==> src/sv/pps_pkg.sv <==
package pps_pkg;

    localparam int FRAC_BITS   = 16;
    localparam int PHASE_W     = FRAC_BITS + 1;
    localparam int SPAN_W      = PHASE_W + 1;
    localparam int SEG_W       = 5;
    localparam int IDX_W       = 4;
    localparam int SET_W       = 4;
    localparam int MAX_SPLITS  = 16;
    localparam int MAX_SETS    = 16;
    localparam int QUO_W       = FRAC_BITS;
    localparam int DIV_STEPS   = QUO_W / 2;
    localparam int DIV_CNT_W   = $clog2(DIV_STEPS);

    localparam logic [PHASE_W-1:0] PHASE_ONE = PHASE_W'(1) << FRAC_BITS;

    localparam int CFG_IDX_W  = 2;
    localparam int CFG_DATA_W = 5;
    localparam logic [CFG_IDX_W-1:0] CFG_SPLIT_COUNT = 2'd0;
    localparam logic [CFG_IDX_W-1:0] CFG_SET_COUNT   = 2'd1;

    localparam logic CMD_PHASE = 1'b0;
    localparam logic CMD_SPLIT = 1'b1;

    typedef struct packed {
        logic               cmd;
        logic [PHASE_W-1:0] phase;
        logic [IDX_W-1:0]   split_index;
        logic [PHASE_W-1:0] split_value;
    } pps_in_t;

    typedef struct packed {
        logic [PHASE_W-1:0] local_phase;
        logic [SEG_W-1:0]   segment;
        logic [SET_W-1:0]   param_set;
        logic               reload_params;
    } pps_out_t;

    // classified item between front and back
    typedef struct packed {
        logic               is_split;
        logic [PHASE_W-1:0] phase;
        logic [IDX_W-1:0]   slot;
        logic [PHASE_W-1:0] value;
    } pps_item_t;

    typedef struct packed {
        logic      valid;
        pps_item_t item;
    } pps_queue_t;

endpackage

==> src/sv/pps_front.sv <==
module pps_front (
    input  logic              aclk,
    input  logic              aresetn,
    input  logic              s_valid,
    output logic              s_ready,
    input  pps_pkg::pps_in_t  s_payload,
    output pps_pkg::pps_queue_t q_out,
    input  logic              q_pop
);

    pps_pkg::pps_item_t entry_reg [2];
    logic               wr_ptr_reg;
    logic               rd_ptr_reg;
    logic [1:0]         count_reg;
    logic               push;
    logic               pop;
    pps_pkg::pps_item_t item_in;

    assign s_ready = (count_reg != 2'd2);
    assign push    = s_valid && s_ready;
    assign pop     = q_pop && q_out.valid;

    assign q_out.valid = (count_reg != 2'd0);
    assign q_out.item  = entry_reg[rd_ptr_reg];

    always_comb begin
        item_in.is_split = (s_payload.cmd == pps_pkg::CMD_SPLIT);
        item_in.phase    = s_payload.phase;
        item_in.slot     = s_payload.split_index;
        item_in.value    = s_payload.split_value;
    end

    always_ff @(posedge aclk) begin
        if (push) begin
            entry_reg[wr_ptr_reg] <= item_in;
        end
    end

    always_ff @(posedge aclk) begin
        if (!aresetn) begin
            wr_ptr_reg <= 1'b0;
            rd_ptr_reg <= 1'b0;
            count_reg  <= 2'd0;
        end else begin
            if (push) begin
                wr_ptr_reg <= ~wr_ptr_reg;
            end
            if (pop) begin
                rd_ptr_reg <= ~rd_ptr_reg;
            end
            case ({push, pop})
                2'b10:   count_reg <= count_reg + 2'd1;
                2'b01:   count_reg <= count_reg - 2'd1;
                default: count_reg <= count_reg;
            endcase
        end
    end

endmodule

==> src/sv/pps_back.sv <==
module pps_back (
    input  logic                            aclk,
    input  logic                            aresetn,
    input  pps_pkg::pps_queue_t             q_in,
    output logic                            q_pop,
    input  logic                            cfg_valid,
    output logic                            cfg_ready,
    input  logic [pps_pkg::CFG_IDX_W-1:0]   cfg_index,
    input  logic [pps_pkg::CFG_DATA_W-1:0]  cfg_data,
    output logic                            m_valid,
    input  logic                            m_ready,
    output pps_pkg::pps_out_t               m_payload
);

    localparam int PW = pps_pkg::PHASE_W;
    localparam int SW = pps_pkg::SPAN_W;
    localparam int GW = pps_pkg::SEG_W;
    localparam int XW = pps_pkg::IDX_W;

    localparam logic [2:0] ST_IDLE   = 3'd0;
    localparam logic [2:0] ST_SEARCH = 3'd1;
    localparam logic [2:0] ST_BOUND  = 3'd2;
    localparam logic [2:0] ST_PREP   = 3'd3;
    localparam logic [2:0] ST_DIV    = 3'd4;
    localparam logic [2:0] ST_OUT    = 3'd5;

    localparam logic [GW-1:0] SPLITS_MAX = GW'(pps_pkg::MAX_SPLITS);
    localparam logic [GW-1:0] SETS_MAX   = GW'(pps_pkg::MAX_SETS);

    logic [2:0]          state_reg;
    logic [2:0]          state_next;
    logic [PW-1:0]       table_reg [pps_pkg::MAX_SPLITS];
    logic [GW-1:0]       split_count_reg;
    logic [GW-1:0]       set_count_reg;
    logic [GW-1:0]       cur_seg_reg;
    logic [PW-1:0]       prev_phase_reg;
    logic [PW-1:0]       seg_low_reg;
    logic signed [SW-1:0] seg_span_reg;
    logic                force_reg;
    logic [GW-1:0]       seg_reg;
    logic [PW-1:0]       phase_reg;
    logic [PW-1:0]       hi_reg;
    logic                changed_reg;
    logic [GW-1:0]       mod_reg;
    logic [PW-1:0]       rem_reg;
    logic [PW-1:0]       den_reg;
    logic [pps_pkg::QUO_W-1:0] quo_reg;
    logic [PW-1:0]       lp_reg;
    logic                div_run_reg;
    logic [pps_pkg::DIV_CNT_W-1:0] div_cnt_reg;
    logic                out_valid_reg;
    pps_pkg::pps_out_t   out_reg;

    logic [PW-1:0]       rd_cur;
    logic [PW-1:0]       rd_prev;
    logic [GW-1:0]       seg_dec;
    logic [GW-1:0]       seg_start;
    logic                search_go;
    logic                changed;
    logic [PW-1:0]       lo_new;
    logic signed [SW-1:0] num_s;
    logic [SW-1:0]       num_neg;
    logic [SW-1:0]       span_neg;
    logic [PW-1:0]       num_abs;
    logic [PW-1:0]       span_abs;
    logic [SW-1:0]       t1;
    logic [SW-1:0]       t2;
    logic                g1;
    logic                g2;
    logic [PW-1:0]       r1;
    logic [PW-1:0]       r2;
    logic                mod_done;
    logic                mod_step;
    logic                out_free;
    logic                pop;
    logic [GW-1:0]       cfg_sat;

    assign cfg_ready = 1'b1;
    assign m_valid   = out_valid_reg;
    assign m_payload = out_reg;

    assign out_free = !out_valid_reg || m_ready;
    assign q_pop    = (state_reg == ST_IDLE);
    assign pop      = q_pop && q_in.valid;

    assign cfg_sat = (cfg_data > SPLITS_MAX) ? SPLITS_MAX : cfg_data;

    assign seg_dec = seg_reg - GW'(1);
    assign rd_cur  = table_reg[seg_reg[XW-1:0]];
    assign rd_prev = table_reg[seg_dec[XW-1:0]];

    assign seg_start = (q_in.item.phase < prev_phase_reg) ? '0 :
                       (cur_seg_reg > split_count_reg) ? split_count_reg : cur_seg_reg;

    assign search_go = (seg_reg < split_count_reg) && (phase_reg >= rd_cur);
    assign changed   = (seg_reg != cur_seg_reg) || force_reg;
    assign lo_new    = (seg_reg == '0) ? '0 : rd_prev;

    assign num_s    = $signed({1'b0, phase_reg}) - $signed({1'b0, seg_low_reg});
    assign num_neg  = -num_s;
    assign span_neg = -seg_span_reg;
    assign num_abs  = num_s[SW-1] ? num_neg[PW-1:0] : num_s[PW-1:0];
    assign span_abs = seg_span_reg[SW-1] ? span_neg[PW-1:0] : seg_span_reg[PW-1:0];

    // two restoring steps per cycle
    always_comb begin
        t1 = {rem_reg, 1'b0};
        g1 = (t1 >= {1'b0, den_reg});
        r1 = g1 ? PW'(t1 - {1'b0, den_reg}) : t1[PW-1:0];
        t2 = {r1, 1'b0};
        g2 = (t2 >= {1'b0, den_reg});
        r2 = g2 ? PW'(t2 - {1'b0, den_reg}) : t2[PW-1:0];
    end

    assign mod_done = (set_count_reg == '0) || (mod_reg < set_count_reg);
    assign mod_step = ((state_reg == ST_PREP) || (state_reg == ST_DIV)) && !mod_done;

    always_comb begin
        state_next = state_reg;
        case (state_reg)
            ST_IDLE: begin
                if (pop && !q_in.item.is_split) begin
                    state_next = ST_SEARCH;
                end
            end
            ST_SEARCH: begin
                if (!search_go) begin
                    state_next = ST_BOUND;
                end
            end
            ST_BOUND: state_next = ST_PREP;
            ST_PREP:  state_next = ST_DIV;
            ST_DIV: begin
                if (!div_run_reg && mod_done) begin
                    state_next = ST_OUT;
                end
            end
            ST_OUT: begin
                if (out_free) begin
                    state_next = ST_IDLE;
                end
            end
            default: state_next = ST_IDLE;
        endcase
    end

    always_ff @(posedge aclk) begin
        if (pop && q_in.item.is_split) begin
            table_reg[q_in.item.slot] <= q_in.item.value;
        end
    end

    always_ff @(posedge aclk) begin
        if (state_reg == ST_IDLE && pop) begin
            phase_reg <= q_in.item.phase;
        end
        if (state_reg == ST_SEARCH && !search_go) begin
            hi_reg <= (seg_reg >= split_count_reg) ? pps_pkg::PHASE_ONE : rd_cur;
        end
        if (state_reg == ST_PREP) begin
            if (seg_span_reg == '0) begin
                lp_reg <= pps_pkg::PHASE_ONE;
            end else if (num_s == '0 || num_s[SW-1] != seg_span_reg[SW-1]) begin
                lp_reg <= '0;
            end else if (num_abs >= span_abs) begin
                lp_reg <= pps_pkg::PHASE_ONE;
            end
            rem_reg     <= num_abs;
            den_reg     <= span_abs;
            quo_reg     <= '0;
            div_cnt_reg <= '0;
        end
        if (state_reg == ST_DIV && div_run_reg) begin
            rem_reg     <= r2;
            quo_reg     <= {quo_reg[pps_pkg::QUO_W-3:0], g1, g2};
            div_cnt_reg <= div_cnt_reg + pps_pkg::DIV_CNT_W'(1);
            if (div_cnt_reg == pps_pkg::DIV_CNT_W'(pps_pkg::DIV_STEPS - 1)) begin
                lp_reg <= {1'b0, quo_reg[pps_pkg::QUO_W-3:0], g1, g2};
            end
        end
        if (state_reg == ST_BOUND) begin
            mod_reg <= seg_reg;
        end else if (mod_step) begin
            mod_reg <= mod_reg - set_count_reg;
        end
        if (state_reg == ST_OUT && out_free) begin
            out_reg.local_phase   <= lp_reg;
            out_reg.segment       <= seg_reg;
            out_reg.param_set     <= (set_count_reg == '0) ? '0 : mod_reg[pps_pkg::SET_W-1:0];
            out_reg.reload_params <= changed_reg && (set_count_reg != '0);
        end
    end

    always_ff @(posedge aclk) begin
        if (!aresetn) begin
            state_reg       <= ST_IDLE;
            split_count_reg <= '0;
            set_count_reg   <= '0;
            cur_seg_reg     <= '0;
            prev_phase_reg  <= pps_pkg::PHASE_ONE;
            seg_low_reg     <= '0;
            seg_span_reg    <= SW'(pps_pkg::PHASE_ONE);
            force_reg       <= 1'b1;
            seg_reg         <= '0;
            changed_reg     <= 1'b0;
            div_run_reg     <= 1'b0;
            out_valid_reg   <= 1'b0;
        end else begin
            state_reg <= state_next;
            case (state_reg)
                ST_IDLE: begin
                    if (pop) begin
                        if (q_in.item.is_split) begin
                            force_reg <= 1'b1;
                        end else begin
                            seg_reg <= seg_start;
                        end
                    end
                end
                ST_SEARCH: begin
                    if (search_go) begin
                        seg_reg <= seg_reg + GW'(1);
                    end
                end
                ST_BOUND: begin
                    changed_reg <= changed;
                    if (changed) begin
                        seg_low_reg  <= lo_new;
                        seg_span_reg <= $signed({1'b0, hi_reg}) - $signed({1'b0, lo_new});
                    end
                end
                ST_PREP: begin
                    div_run_reg <= (seg_span_reg != '0) && (num_s != '0) &&
                                   (num_s[SW-1] == seg_span_reg[SW-1]) &&
                                   (num_abs < span_abs);
                end
                ST_DIV: begin
                    if (div_run_reg &&
                        div_cnt_reg == pps_pkg::DIV_CNT_W'(pps_pkg::DIV_STEPS - 1)) begin
                        div_run_reg <= 1'b0;
                    end
                end
                ST_OUT: begin
                    if (out_free) begin
                        cur_seg_reg    <= seg_reg;
                        prev_phase_reg <= phase_reg;
                        force_reg      <= 1'b0;
                    end
                end
                default: begin
                end
            endcase

            if (state_reg == ST_OUT && out_free) begin
                out_valid_reg <= 1'b1;
            end else if (m_ready) begin
                out_valid_reg <= 1'b0;
            end

            if (cfg_valid && cfg_ready) begin
                case (cfg_index)
                    pps_pkg::CFG_SPLIT_COUNT: begin
                        split_count_reg <= cfg_sat;
                        force_reg       <= 1'b1;
                    end
                    pps_pkg::CFG_SET_COUNT: begin
                        set_count_reg <= (cfg_data > SETS_MAX) ? SETS_MAX : cfg_data;
                        force_reg     <= 1'b1;
                    end
                    default: begin
                    end
                endcase
            end
        end
    end

endmodule

==> src/sv/piecewise_phase_segmenter_unit.sv <==
// Flow: a phase beat waits in the input queue, then the back end steps through IDLE, SEARCH
// (one table compare per cycle), BOUND, PREP, DIV (radix-4 divider running while the segment
// modulo finishes, one subtraction per cycle) and OUT into the output register on m_.
// A split-write beat is written into the split table when popped and gives no result.
// The back end works on one phase beat at a time and takes no new beat until it is done;
// a 2-deep input queue and the output register decouple both channels.
// Reset (aresetn low, synchronous): queue and result cleared, counts zero, reload forced.
module piecewise_phase_segmenter_unit (
    input  logic                            aclk,
    input  logic                            aresetn,
    input  logic                            s_valid,
    output logic                            s_ready,
    input  pps_pkg::pps_in_t                s_payload,
    output logic                            m_valid,
    input  logic                            m_ready,
    output pps_pkg::pps_out_t               m_payload,
    input  logic                            cfg_valid,
    output logic                            cfg_ready,
    input  logic [pps_pkg::CFG_IDX_W-1:0]   cfg_index,
    input  logic [pps_pkg::CFG_DATA_W-1:0]  cfg_data
);

    pps_pkg::pps_queue_t queue;
    logic                q_pop;

    pps_front u_front (
        .aclk      (aclk),
        .aresetn   (aresetn),
        .s_valid   (s_valid),
        .s_ready   (s_ready),
        .s_payload (s_payload),
        .q_out     (queue),
        .q_pop     (q_pop)
    );

    pps_back u_back (
        .aclk      (aclk),
        .aresetn   (aresetn),
        .q_in      (queue),
        .q_pop     (q_pop),
        .cfg_valid (cfg_valid),
        .cfg_ready (cfg_ready),
        .cfg_index (cfg_index),
        .cfg_data  (cfg_data),
        .m_valid   (m_valid),
        .m_ready   (m_ready),
        .m_payload (m_payload)
    );

endmodule

==> config.mk <==
export PLATFORM = sky130hd
export DESIGN_NAME = piecewise_phase_segmenter_unit
export DESIGN_NICKNAME = d
export VERILOG_FILES = /design/src/sv/pps_pkg.sv /design/src/sv/pps_front.sv /design/src/sv/pps_back.sv /design/src/sv/piecewise_phase_segmenter_unit.sv
export SDC_FILE = /design/constraint.sdc
export NUM_CORES = 1
export LEC_CHECK = 0
export BUFFER_PORTS_ARGS = -buffer_cell sky130_fd_sc_hd__buf_2
export CAP_MARGIN = 20
export CORE_ASPECT_RATIO = 0.5
export CORE_UTILIZATION = 40
export DETAILED_ROUTE_END_ITERATION = 6
export GPL_TIMING_DRIVEN = 0
export PLACE_DENSITY = 0.54
export REMOVE_ABC_BUFFERS = 1
export SKIP_LAST_GASP = 1
export SYNTH_ARGS = -nofsm -noshare
export SYNTH_HDL_FRONTEND = slang
export SYNTH_SLANG_ARGS = --single-unit
==> constraint.sdc <==
create_clock -name aclk -period 6.3 [get_ports aclk]
set_input_delay 1.26 -clock aclk [delete_from_list [all_inputs] [get_ports aclk]]
set_output_delay 1.26 -clock aclk [all_outputs]
set_load 0.02 [all_outputs]
==> flow_summary.html, run 1 <==
<table>
<tr><th>Metric</th><th>Value</th></tr>
<tr><th colspan="2">Place</th></tr>
<tr><td>Pre-CTS setup slack</td><td>-133.1 ps</td></tr>
<tr><td>Number of placed cells counting well taps</td><td>3,243</td></tr>
<tr><td>Port buffer count</td><td>79</td></tr>
<tr><td>DP Wirelength</td><td>48,580 um</td></tr>
<tr><td>Final weighted congestion in routability-driven placement</td><td>0.8111</td></tr>
<tr><th colspan="2">Pwr</th></tr>
<tr><td>Worst ir drop on vdd</td><td>0.0003683 V</td></tr>
<tr><td>Share of total power consumed by net switching</td><td>37.23%</td></tr>
<tr><td>Sequential group share of total power</td><td>32.5%</td></tr>
<tr><td>Power density cells</td><td>470.7 mW/mm^2</td></tr>
<tr><td>Logic pwr share</td><td>45.0%</td></tr>
<tr><td>Static leakage</td><td>11.25 nW</td></tr>
<tr><td>Clock group share of total power</td><td>22.5%</td></tr>
<tr><td>P_sw</td><td>5.854 mW</td></tr>
<tr><td>Pint</td><td>9.870 mW</td></tr>
<tr><th colspan="2">Route</th></tr>
<tr><td>Iteration-0 DRC count of the detailed router</td><td>1,283</td></tr>
<tr><td>Total DRC errors in the routed layout</td><td>0</td></tr>
<tr><td>Post-DR wirelength/cell</td><td>20.94 um</td></tr>
<tr><td>Vias per cell</td><td>5.459</td></tr>
<tr><td>Detailed-router iteration count before antenna repair</td><td>5</td></tr>
<tr><td>Vias</td><td>18.29k</td></tr>
<tr><td>Final WL</td><td>70,170 um</td></tr>
<tr><td>Remaining number of nets flagged by the antenna check after routing</td><td>0</td></tr>
<tr><th colspan="2">STA</th></tr>
<tr><td>Worst hold slack across all endpoints</td><td>430.1 ps</td></tr>
<tr><td>Max-slew headroom</td><td>25.83%</td></tr>
<tr><td>Fin crit share</td><td>90.86%</td></tr>
<tr><td>Worst Tran Pin Value</td><td>1106 ps</td></tr>
<tr><td>Clk_skew</td><td>39.67 ps</td></tr>
<tr><td>Post-layout min period</td><td>5724 ps</td></tr>
<tr><td>Final Max Tran Viols</td><td>0</td></tr>
<tr><td>Final setup violating endpoints</td><td>0</td></tr>
<tr><td>Peak Freq</td><td>174.7 MHz</td></tr>
<tr><td>Setup slack of the critical path after layout</td><td>575.6 ps</td></tr>
<tr><td>Setup repair after global routing missed its margin</td><td>no</td></tr>
<tr><td>Final Hold Violating Endpoints</td><td>0</td></tr>
<tr><th colspan="2">Critical path</th></tr>
<tr><td>Launch point of the critical path</td><td>u_back.seg_reg[1]</td></tr>
<tr><td>Critical-path top delay cell</td><td>sky130_fd_sc_hd__a211oi_1</td></tr>
<tr><td>WP data required</td><td>6840 ps</td></tr>
<tr><td>Sort of element at the end of the critical path</td><td>flip-flop</td></tr>
<tr><td>Most common cell on crit path</td><td>sky130_fd_sc_hd__a211oi_1</td></tr>
<tr><td>End of the worst register-to-register path</td><td>u_back.seg_span_reg[15]</td></tr>
<tr><td>Startpoint type of the worst setup path</td><td>flip-flop</td></tr>
<tr><td>Number of cell instances on the worst register-to-register path</td><td>19</td></tr>
<tr><td>Worst reg2reg setup slack</td><td>580 ps</td></tr>
<tr><td>Cell-by-cell trace of the critical path</td><td>inv_1 -&gt; ha_4 -&gt; buf_16 -&gt; mux4_2 -&gt; nor2b_1 -&gt; a211oi_1 -&gt; a211oi_1 -&gt; inv_1 -&gt; ha_1 -&gt; nor2b_1 -&gt; o21ai_0 -&gt; a21oi_1 -&gt; o31ai_1 -&gt; o211a_1 -&gt; a211oi_1 -&gt; a211oi_1 -&gt; nand2b_1 -&gt; nand3_1 -&gt; a21oi_1</td></tr>
<tr><td>Longest individual stage delay on the worst path</td><td>900 ps</td></tr>
<tr><td>Worst path arrival time</td><td>6270 ps</td></tr>
<tr><td>Max FO, Critical Path</td><td>51</td></tr>
<tr><td>Type of the worst setup path</td><td>flip-flop to flip-flop</td></tr>
<tr><td>RR Startpoint</td><td>u_back.seg_reg[1]</td></tr>
<tr><th colspan="2">Global routing</th></tr>
<tr><td>Met2 Use GR</td><td>30.74%</td></tr>
<tr><td>Wire length of the first global-routing pass</td><td>108,200 um</td></tr>
<tr><td>Vias in the first global route</td><td>18.41k</td></tr>
<tr><td>GRT met1 Usage</td><td>26.06%</td></tr>
<tr><td>Remaining global-route overflow</td><td>0</td></tr>
<tr><td>Pin count of the biggest net entering global routing</td><td>77</td></tr>
<tr><td>Layer with the highest usage</td><td>met2</td></tr>
<tr><td>Global routing usage summed across all routing layers</td><td>18.73%</td></tr>
<tr><td>Antenna violations before repair</td><td>2</td></tr>
<tr><td>M3 GR Usage</td><td>3.248%</td></tr>
<tr><th colspan="2">Job</th></tr>
<tr><td># Max-Cap Violations</td><td>0</td></tr>
<tr><th colspan="2">Synth</th></tr>
<tr><td>Synthesis Warnings</td><td>0</td></tr>
<tr><td>Share of Yosys cell area claimed by the top area cell type</td><td>47.43%</td></tr>
<tr><td>Number of distinct library cells after synthesis</td><td>90</td></tr>
<tr><td>Syn_area_per_cell</td><td>13.07 um^2</td></tr>
<tr><td>Gate count after technology mapping</td><td>2,263</td></tr>
<tr><td>Number of enable flip-flop cells after synthesis</td><td>467</td></tr>
<tr><td>Ranking of synthesized cells by area</td><td>sky130_fd_sc_hd__edfxtp_1, sky130_fd_sc_hd__mux4_2, sky130_fd_sc_hd__dfxtp_1, sky130_fd_sc_hd__ha_1, sky130_fd_sc_hd__mux2_2</td></tr>
<tr><td>Post-synthesis instance area</td><td>0.02957 mm^2</td></tr>
<tr><td>Portion of the post-synthesis area used by sequential elements</td><td>54.54%</td></tr>
<tr><td>Most instantiated flip-flop cell in the synthesis netlist</td><td>sky130_fd_sc_hd__edfxtp_1</td></tr>
<tr><td>Async set or reset register ratio after synthesis</td><td>0%</td></tr>
<tr><td>Register bit count reported by yosys</td><td>572</td></tr>
<tr><td>Leading area contributor after synthesis</td><td>sky130_fd_sc_hd__edfxtp_1</td></tr>
<tr><th colspan="2">Floorplanning</th></tr>
<tr><td>Starting density of the core</td><td>40.43%</td></tr>
<tr><td>Horizontal die dimension</td><td>386.5 um</td></tr>
<tr><td>Height of the die</td><td>194.3 um</td></tr>
<tr><td>Core area</td><td>0.07313 mm^2</td></tr>
<tr><td>Number of top-level pins</td><td>81</td></tr>
<tr><td>Die ar.</td><td>0.07508 mm^2</td></tr>
<tr><td>Cell Rows</td><td>70</td></tr>
<tr><th colspan="2">Final layout</th></tr>
<tr><td>Number of flip-flops under the largest register name</td><td>272</td></tr>
<tr><td>Sequential cell area</td><td>0.01614 mm^2</td></tr>
<tr><td>Final net count</td><td>2,524</td></tr>
<tr><td>Area growth from synthesis to final layout</td><td>12.97%</td></tr>
<tr><td>Cell Count, Final, Fillers Out</td><td>3,351</td></tr>
<tr><td>Utilization of the core after routing</td><td>45.67%</td></tr>
<tr><td>Total area of multi-input combinational cells</td><td>0.01265 mm^2</td></tr>
<tr><td>Proportion of layout cells with a drive suffix above 1</td><td>20.82%</td></tr>
<tr><td>Fillers</td><td>6,446</td></tr>
<tr><th colspan="2">Clock network</th></tr>
<tr><td>Insertion delay of the later-clocked pin in the worst-skew pair</td><td>630 ps</td></tr>
<tr><td>Clock Tree Root</td><td>sky130_fd_sc_hd__clkbuf_16</td></tr>
<tr><td>Post-CTS Hold Fix Bufs</td><td>0</td></tr>
<tr><td>Level count of the clock H-tree</td><td>2</td></tr>
<tr><td>Clock tree from TritonCTS</td><td>done</td></tr>
<tr><td>Clock transition at the registers of the reported paths</td><td>70 ps</td></tr>
<tr><td>Maximum clock path buffer count</td><td>3</td></tr>
<tr><td>Number of sinks on the clock net</td><td>572</td></tr>
<tr><td>TritonCTS Buffers</td><td>55</td></tr>
<tr><td>Number of setup buffers added after CTS</td><td>0</td></tr>
<tr><th colspan="2">Min path</th></tr>
<tr><td>Hold Crit Start</td><td>u_back.lp_reg[10]</td></tr>
<tr><td>Hold path cells</td><td>0</td></tr>
<tr><td>Type of the tightest min-delay check</td><td>flip-flop to flip-flop</td></tr>
<tr><td>Worst hold endpoint</td><td>u_back.m_payload[20]</td></tr>
<tr><th colspan="2">Outcome</th></tr>
<tr><td>Status</td><td>complete, no violations</td></tr>
</table>
## layer usage
metal	up-vias	share of wire [%]	wire [um]
li1	8714	-	-
met1	9166	47	32700
met2	334	47	32950
met3	79	4.7	3318
met4	0	1.7	1210
met5	-	0	0
## kinds of logic (layout without fill, tap and decap cells)
| kind of cell | Yosys count | after routing | synth area share (%) |
|---|---|---|---|
| and+or+nand+nor | 571 | 572 | 9.098 |
| buffers and inverters | 236 | 349 | 3.174 |
| xor gates and xnor gates | 89 | 89 | 2.636 |
| adders and majority gates | 143 | 143 | 6.153 |
| muxes | 260 | 260 | 15.56 |
| DFF | 572 | 572 | 54.54 |
| other | 1 | 3 | 0.01268 |
| AOI/OAI and AO/OA | 391 | 391 | 8.831 |
## cell usage after synthesis, drive strengths merged (10+ instances only)
master and n:
inv 134, nand3 34, a31oi 14, a21oi 128, mux2i 40, a211oi 26, buf 34, and3 10
xnor2 60, ha 139, nor2b 25, xor2 29, nand2b 28, dfxtp 105, a21o 31, nand2 194
nor2 158, o21ai 70, and2 37, o21a 15, mux4 153, o211ai 25, clkbuf 68, mux2 67
o31ai 15, nor3 31, edfxtp 467, nand4 10
## layout make-up
class                   instances  area share [%]
flip-flops and latches        572           48.32
multi-input cells            1456           37.86
clock buffers                  75           4.559
well taps                     972           3.641
repair buffers                111           2.881
inverters                     134           1.513
clock inverters                29           1.214
diodes                          2         0.01498
## per-stage QoR
| stage | instance area (um^2) | TNS, ps | power [mW] |
|---|---|---|---|
| final | 33400 | 0 | 15.72 |
| after detailed placement | 31450 | -140.5 | 12.28 |
| after global placement | 30740 | -662660 | 12.27 |
| after CTS | 33380 | 0 | 15.86 |
| after floorplan | 29130 | -42420 | 10.29 |
| after global routing | 33400 | 0 | 16.75 |
## what timing repair did
action,in CTS,in global routing
endpoints found under the hold margin,0,0
resized for setup,1,2
setup endpoints to repair,4,7
gates cloned,0,1
## worst max path at each step
stage,to,cells after the start,slack [ps]
after floorplan,u_back.seg_span_reg[15],17,-2430
after global placement,u_back.seg_span_reg[16],16,-7480
after detailed placement,u_back.rem_reg[1],19,-130
after CTS,u_back.rem_reg[1],19,250
after global routing,u_back.rem_reg[1],19,70
final,u_back.seg_span_reg[15],19,580
## worst max-delay path: cells and delay by family (launching register included)
kind / cells / cell delay [ps]
muxes: 1 / 260
DFF: 1 / 620
AOI/OAI and AO/OA: 9 / 2730
adders and majority gates: 2 / 860
and+or+nand+nor: 4 / 560
buffers and inverters: 3 / 570
## layout by cell type, fill, tap and decap left out, types with 29 or more instances in the layout
cell type and n:
sky130_fd_sc_hd__xnor2_1 58, sky130_fd_sc_hd__nor2_1 138, sky130_fd_sc_hd__a21oi_1 118, sky130_fd_sc_hd__clkbuf_16 56, sky130_fd_sc_hd__mux4_2 153, sky130_fd_sc_hd__dfxtp_1 100
sky130_fd_sc_hd__nand2_1 193, sky130_fd_sc_hd__and2_1 37, sky130_fd_sc_hd__a21o_1 29, sky130_fd_sc_hd__edfxtp_1 467, sky130_fd_sc_hd__buf_2 79, sky130_fd_sc_hd__mux2i_1 40
sky130_fd_sc_hd__mux2_2 67, sky130_fd_sc_hd__nand3_1 33, sky130_fd_sc_hd__ha_1 138, sky130_fd_sc_hd__inv_1 132, sky130_fd_sc_hd__xor2_1 29, sky130_fd_sc_hd__o21ai_0 63
## power groups by stage
stage	Sequential (mW)	Clock, mW	Combinational [mW]
final	5.11	3.53	7.08
after global routing	5.16	3.76	7.82
after CTS	5.12	3.62	7.12
after detailed placement	5.20	0	7.09
after global placement	5.44	0	6.82
after floorplan	5.20	0	5.09
No activity file was read; power rests on OpenSTA's default activity.
==> run 2: changes to the inputs <==
- PLACE_DENSITY: 0.54 -> 0.56
- clock period: 6.3 -> 5.15 ns (I/O delays scaled with it)
==> flow_summary.html, run 2 (synthesis results as in run 1) <==
<table>
<tr><th>Metric</th><th>Value</th></tr>
<tr><th colspan="2">Global routing</th></tr>
<tr><td>Met2 Use GR</td><td>30.14%</td></tr>
<tr><td>Remaining global-route overflow</td><td>0</td></tr>
<tr><td>Vias in the first global route</td><td>18.35k</td></tr>
<tr><td>Global routing usage summed across all routing layers</td><td>18.54%</td></tr>
<tr><td>GRT met1 Usage</td><td>25.53%</td></tr>
<tr><td>Antenna violations before repair</td><td>2</td></tr>
<tr><td>Wire length of the first global-routing pass</td><td>107,200 um</td></tr>
<tr><td>Layer with the highest usage</td><td>met2</td></tr>
<tr><td>Pin count of the biggest net entering global routing</td><td>77</td></tr>
<tr><td>M3 GR Usage</td><td>3.496%</td></tr>
<tr><th colspan="2">Floorplanning</th></tr>
<tr><td>Number of top-level pins</td><td>81</td></tr>
<tr><td>Cell Rows</td><td>70</td></tr>
<tr><td>Starting density of the core</td><td>40.43%</td></tr>
<tr><td>Die ar.</td><td>0.07508 mm^2</td></tr>
<tr><td>Horizontal die dimension</td><td>386.5 um</td></tr>
<tr><td>Height of the die</td><td>194.3 um</td></tr>
<tr><td>Core area</td><td>0.07313 mm^2</td></tr>
<tr><th colspan="2">Pwr</th></tr>
<tr><td>P_sw</td><td>7.188 mW</td></tr>
<tr><td>Share of total power consumed by net switching</td><td>37.29%</td></tr>
<tr><td>Power consumption</td><td>19.27 mW</td></tr>
<tr><td>Static leakage</td><td>11.37 nW</td></tr>
<tr><td>Logic pwr share</td><td>46.0%</td></tr>
<tr><td>Power density cells</td><td>572.1 mW/mm^2</td></tr>
<tr><td>Sequential group share of total power</td><td>32.3%</td></tr>
<tr><td>Clock group share of total power</td><td>21.7%</td></tr>
<tr><td>Worst ir drop on vdd</td><td>0.0004506 V</td></tr>
<tr><td>Pint</td><td>12.09 mW</td></tr>
<tr><th colspan="2">Clock network</th></tr>
<tr><td>Clock Tree Root</td><td>sky130_fd_sc_hd__clkbuf_16</td></tr>
<tr><td>Clock tree from TritonCTS</td><td>done</td></tr>
<tr><td>Clock transition at the registers of the reported paths</td><td>70 ps</td></tr>
<tr><td>Post-CTS Hold Fix Bufs</td><td>0</td></tr>
<tr><td>Level count of the clock H-tree</td><td>2</td></tr>
<tr><td>Number of sinks on the clock net</td><td>572</td></tr>
<tr><td>Insertion delay of the later-clocked pin in the worst-skew pair</td><td>640 ps</td></tr>
<tr><td>TritonCTS Buffers</td><td>56</td></tr>
<tr><td>Maximum clock path buffer count</td><td>3</td></tr>
<tr><th colspan="2">Route</th></tr>
<tr><td>Iteration-0 DRC count of the detailed router</td><td>1,619</td></tr>
<tr><td>Vias</td><td>18.28k</td></tr>
<tr><td>Vias per cell</td><td>5.422</td></tr>
<tr><td>Remaining number of nets flagged by the antenna check after routing</td><td>0</td></tr>
<tr><td>Post-DR wirelength/cell</td><td>20.69 um</td></tr>
<tr><td>Detailed-router iteration count before antenna repair</td><td>7</td></tr>
<tr><td>Final WL</td><td>69,770 um</td></tr>
<tr><td>Total DRC errors in the routed layout</td><td>4</td></tr>
<tr><th colspan="2">STA</th></tr>
<tr><td>Worst Tran Pin Value</td><td>912.4 ps</td></tr>
<tr><td>Final Max Tran Viols</td><td>0</td></tr>
<tr><td>Final Hold Violating Endpoints</td><td>0</td></tr>
<tr><td>Setup slack of the critical path after layout</td><td>204.5 ps</td></tr>
<tr><td>Post-layout min period</td><td>4945 ps</td></tr>
<tr><td>Worst hold slack across all endpoints</td><td>431.5 ps</td></tr>
<tr><td>Peak Freq</td><td>202.2 MHz</td></tr>
<tr><td>Clk_skew</td><td>44.05 ps</td></tr>
<tr><td>Setup repair after global routing missed its margin</td><td>no</td></tr>
<tr><td>Final setup violating endpoints</td><td>0</td></tr>
<tr><td>Post-Route Setup TNS</td><td>0 ps</td></tr>
<tr><td>Fin crit share</td><td>96.03%</td></tr>
<tr><td>Max-slew headroom</td><td>38.32%</td></tr>
<tr><th colspan="2">Outcome</th></tr>
<tr><td>Violations in the final reports</td><td>DRC</td></tr>
<tr><td>Status</td><td>finished with violations</td></tr>
<tr><th colspan="2">Place</th></tr>
<tr><td>DP Wirelength</td><td>48,750 um</td></tr>
<tr><td>Final weighted congestion in routability-driven placement</td><td>0.8295</td></tr>
<tr><td>Pre-CTS setup slack</td><td>-1151 ps</td></tr>
<tr><td>Port buffer count</td><td>79</td></tr>
<tr><th colspan="2">Final layout</th></tr>
<tr><td>Proportion of layout cells with a drive suffix above 1</td><td>22.05%</td></tr>
<tr><td>Total area of multi-input combinational cells</td><td>0.01272 mm^2</td></tr>
<tr><td>Utilization of the core after routing</td><td>46.07%</td></tr>
<tr><td>Most common cell after layout, fill and taps aside</td><td>sky130_fd_sc_hd__edfxtp_1</td></tr>
<tr><td>Number of flip-flops under the largest register name</td><td>272</td></tr>
<tr><td>Sequential cell area</td><td>0.01614 mm^2</td></tr>
<tr><td>Top library cells by usage in the layout, fill and taps aside</td><td>sky130_fd_sc_hd__edfxtp_1, sky130_fd_sc_hd__nand2_1, sky130_fd_sc_hd__mux4_2, sky130_fd_sc_hd__nor2_1, sky130_fd_sc_hd__ha_1</td></tr>
<tr><td>Fillers</td><td>6,477</td></tr>
<tr><td>Final net count</td><td>2,545</td></tr>
<tr><td>Area growth from synthesis to final layout</td><td>13.94%</td></tr>
<tr><th colspan="2">Critical path</th></tr>
<tr><td>Startpoint type of the worst setup path</td><td>flip-flop</td></tr>
<tr><td>WP data required</td><td>5510 ps</td></tr>
<tr><td>Number of cell instances on the worst register-to-register path</td><td>18</td></tr>
<tr><td>Type of the worst setup path</td><td>flip-flop to flip-flop</td></tr>
<tr><td>Max FO, Critical Path</td><td>24</td></tr>
<tr><td>Sort of element at the end of the critical path</td><td>flip-flop</td></tr>
<tr><td>Worst path arrival time</td><td>5310 ps</td></tr>
<tr><th colspan="2">Min path</th></tr>
<tr><td>Type of the tightest min-delay check</td><td>flip-flop to flip-flop</td></tr>
<tr><td>Hold path cells</td><td>0</td></tr>
<tr><th colspan="2">Job</th></tr>
<tr><td># Max-Cap Violations</td><td>0</td></tr>
</table>
==> run 2: cell types whose count changed in the layout (fill, tap and decap cells not counted), sizes merged <==
| cell | delta |
|---|---|
| buf | +21 |
| clkinv | +3 |
| clkinvlp | -2 |
| diode | -1 |
| bufinv | -3 |
| clkbuf | +3 |
==> run 2: area by class of cell <==
| class | count | area share [%] |
|---|---|---|
| tap | 972 | 3.610 |
| inverter | 134 | 1.500 |
| antenna | 1 | 0.007428 |
| multi-input combinational | 1456 | 37.76 |
| clock buffer | 79 | 4.661 |
| sequential | 572 | 47.91 |
| clock inverter | 27 | 0.8728 |
| timing repair buffer | 131 | 3.677 |
==> run 2: power by group through the flow <==
stage / Clock, mW / Sequential (mW) / Combinational, mW
after floorplan: 0 / 6.36 / 6.23
after global routing: 4.46 / 6.29 / 9.78
after CTS: 4.30 / 6.23 / 8.78
final: 4.19 / 6.22 / 8.87
after detailed placement: 0 / 6.32 / 8.71
after global placement: 0 / 6.65 / 8.33
==> run 2: path summary, 6_finish.rpt <==
path	start	to	slack, ps
max reg2reg	u_back.rem_reg[14]	u_back.rem_reg[1]	200
max	u_back.rem_reg[14]	u_back.rem_reg[1]	200
min	u_back.lp_reg[14]	u_back.m_payload[24]	430
min reg2reg	u_back.lp_reg[14]	u_back.m_payload[24]	430
==> run 2: metal layers <==
layer  vias up  wire length, um
met5         -               13
met2       423            32690
met4         2             1570
met3       101             4074
met1      9021            31420
li1       8735                -
==> run 2: timing repair <==
action | CTS | global route
gates cloned | 1 | 0
pin swaps | 2 | 11
resized for setup | 11 | 17
endpoints found under the setup margin | 23 | 50
hold endpoints to repair | 0 | 0
buffers inserted | 4 | 10
==> run 2: worst max-delay path, cell delays in order, from the launching register on <==
cell	delay, ps
sky130_fd_sc_hd__edfxtp_1	410
sky130_fd_sc_hd__ha_1	330
sky130_fd_sc_hd__a211oi_1	260
sky130_fd_sc_hd__nand2_1	130
sky130_fd_sc_hd__or4_1	530
sky130_fd_sc_hd__nor3_4	200
sky130_fd_sc_hd__or2_4	240
sky130_fd_sc_hd__mux2_2	370
sky130_fd_sc_hd__ha_2	370
sky130_fd_sc_hd__nand4_1	170
sky130_fd_sc_hd__a31oi_4	220
sky130_fd_sc_hd__o211ai_1	180
sky130_fd_sc_hd__a311oi_2	380
sky130_fd_sc_hd__o21ai_2	100
sky130_fd_sc_hd__and2_4	190
sky130_fd_sc_hd__buf_16	160
sky130_fd_sc_hd__nor2_1	90
sky130_fd_sc_hd__a211oi_1	50
sky130_fd_sc_hd__a211o_1	280
==> run 2: metrics by stage <==
stage               area [um^2]  instances
finish                    33690       3372
global route              33690       3371
CTS                       33500       3359
detailed placement        31560       3248
global placement          30740       3212
floorplan                 29130       2161
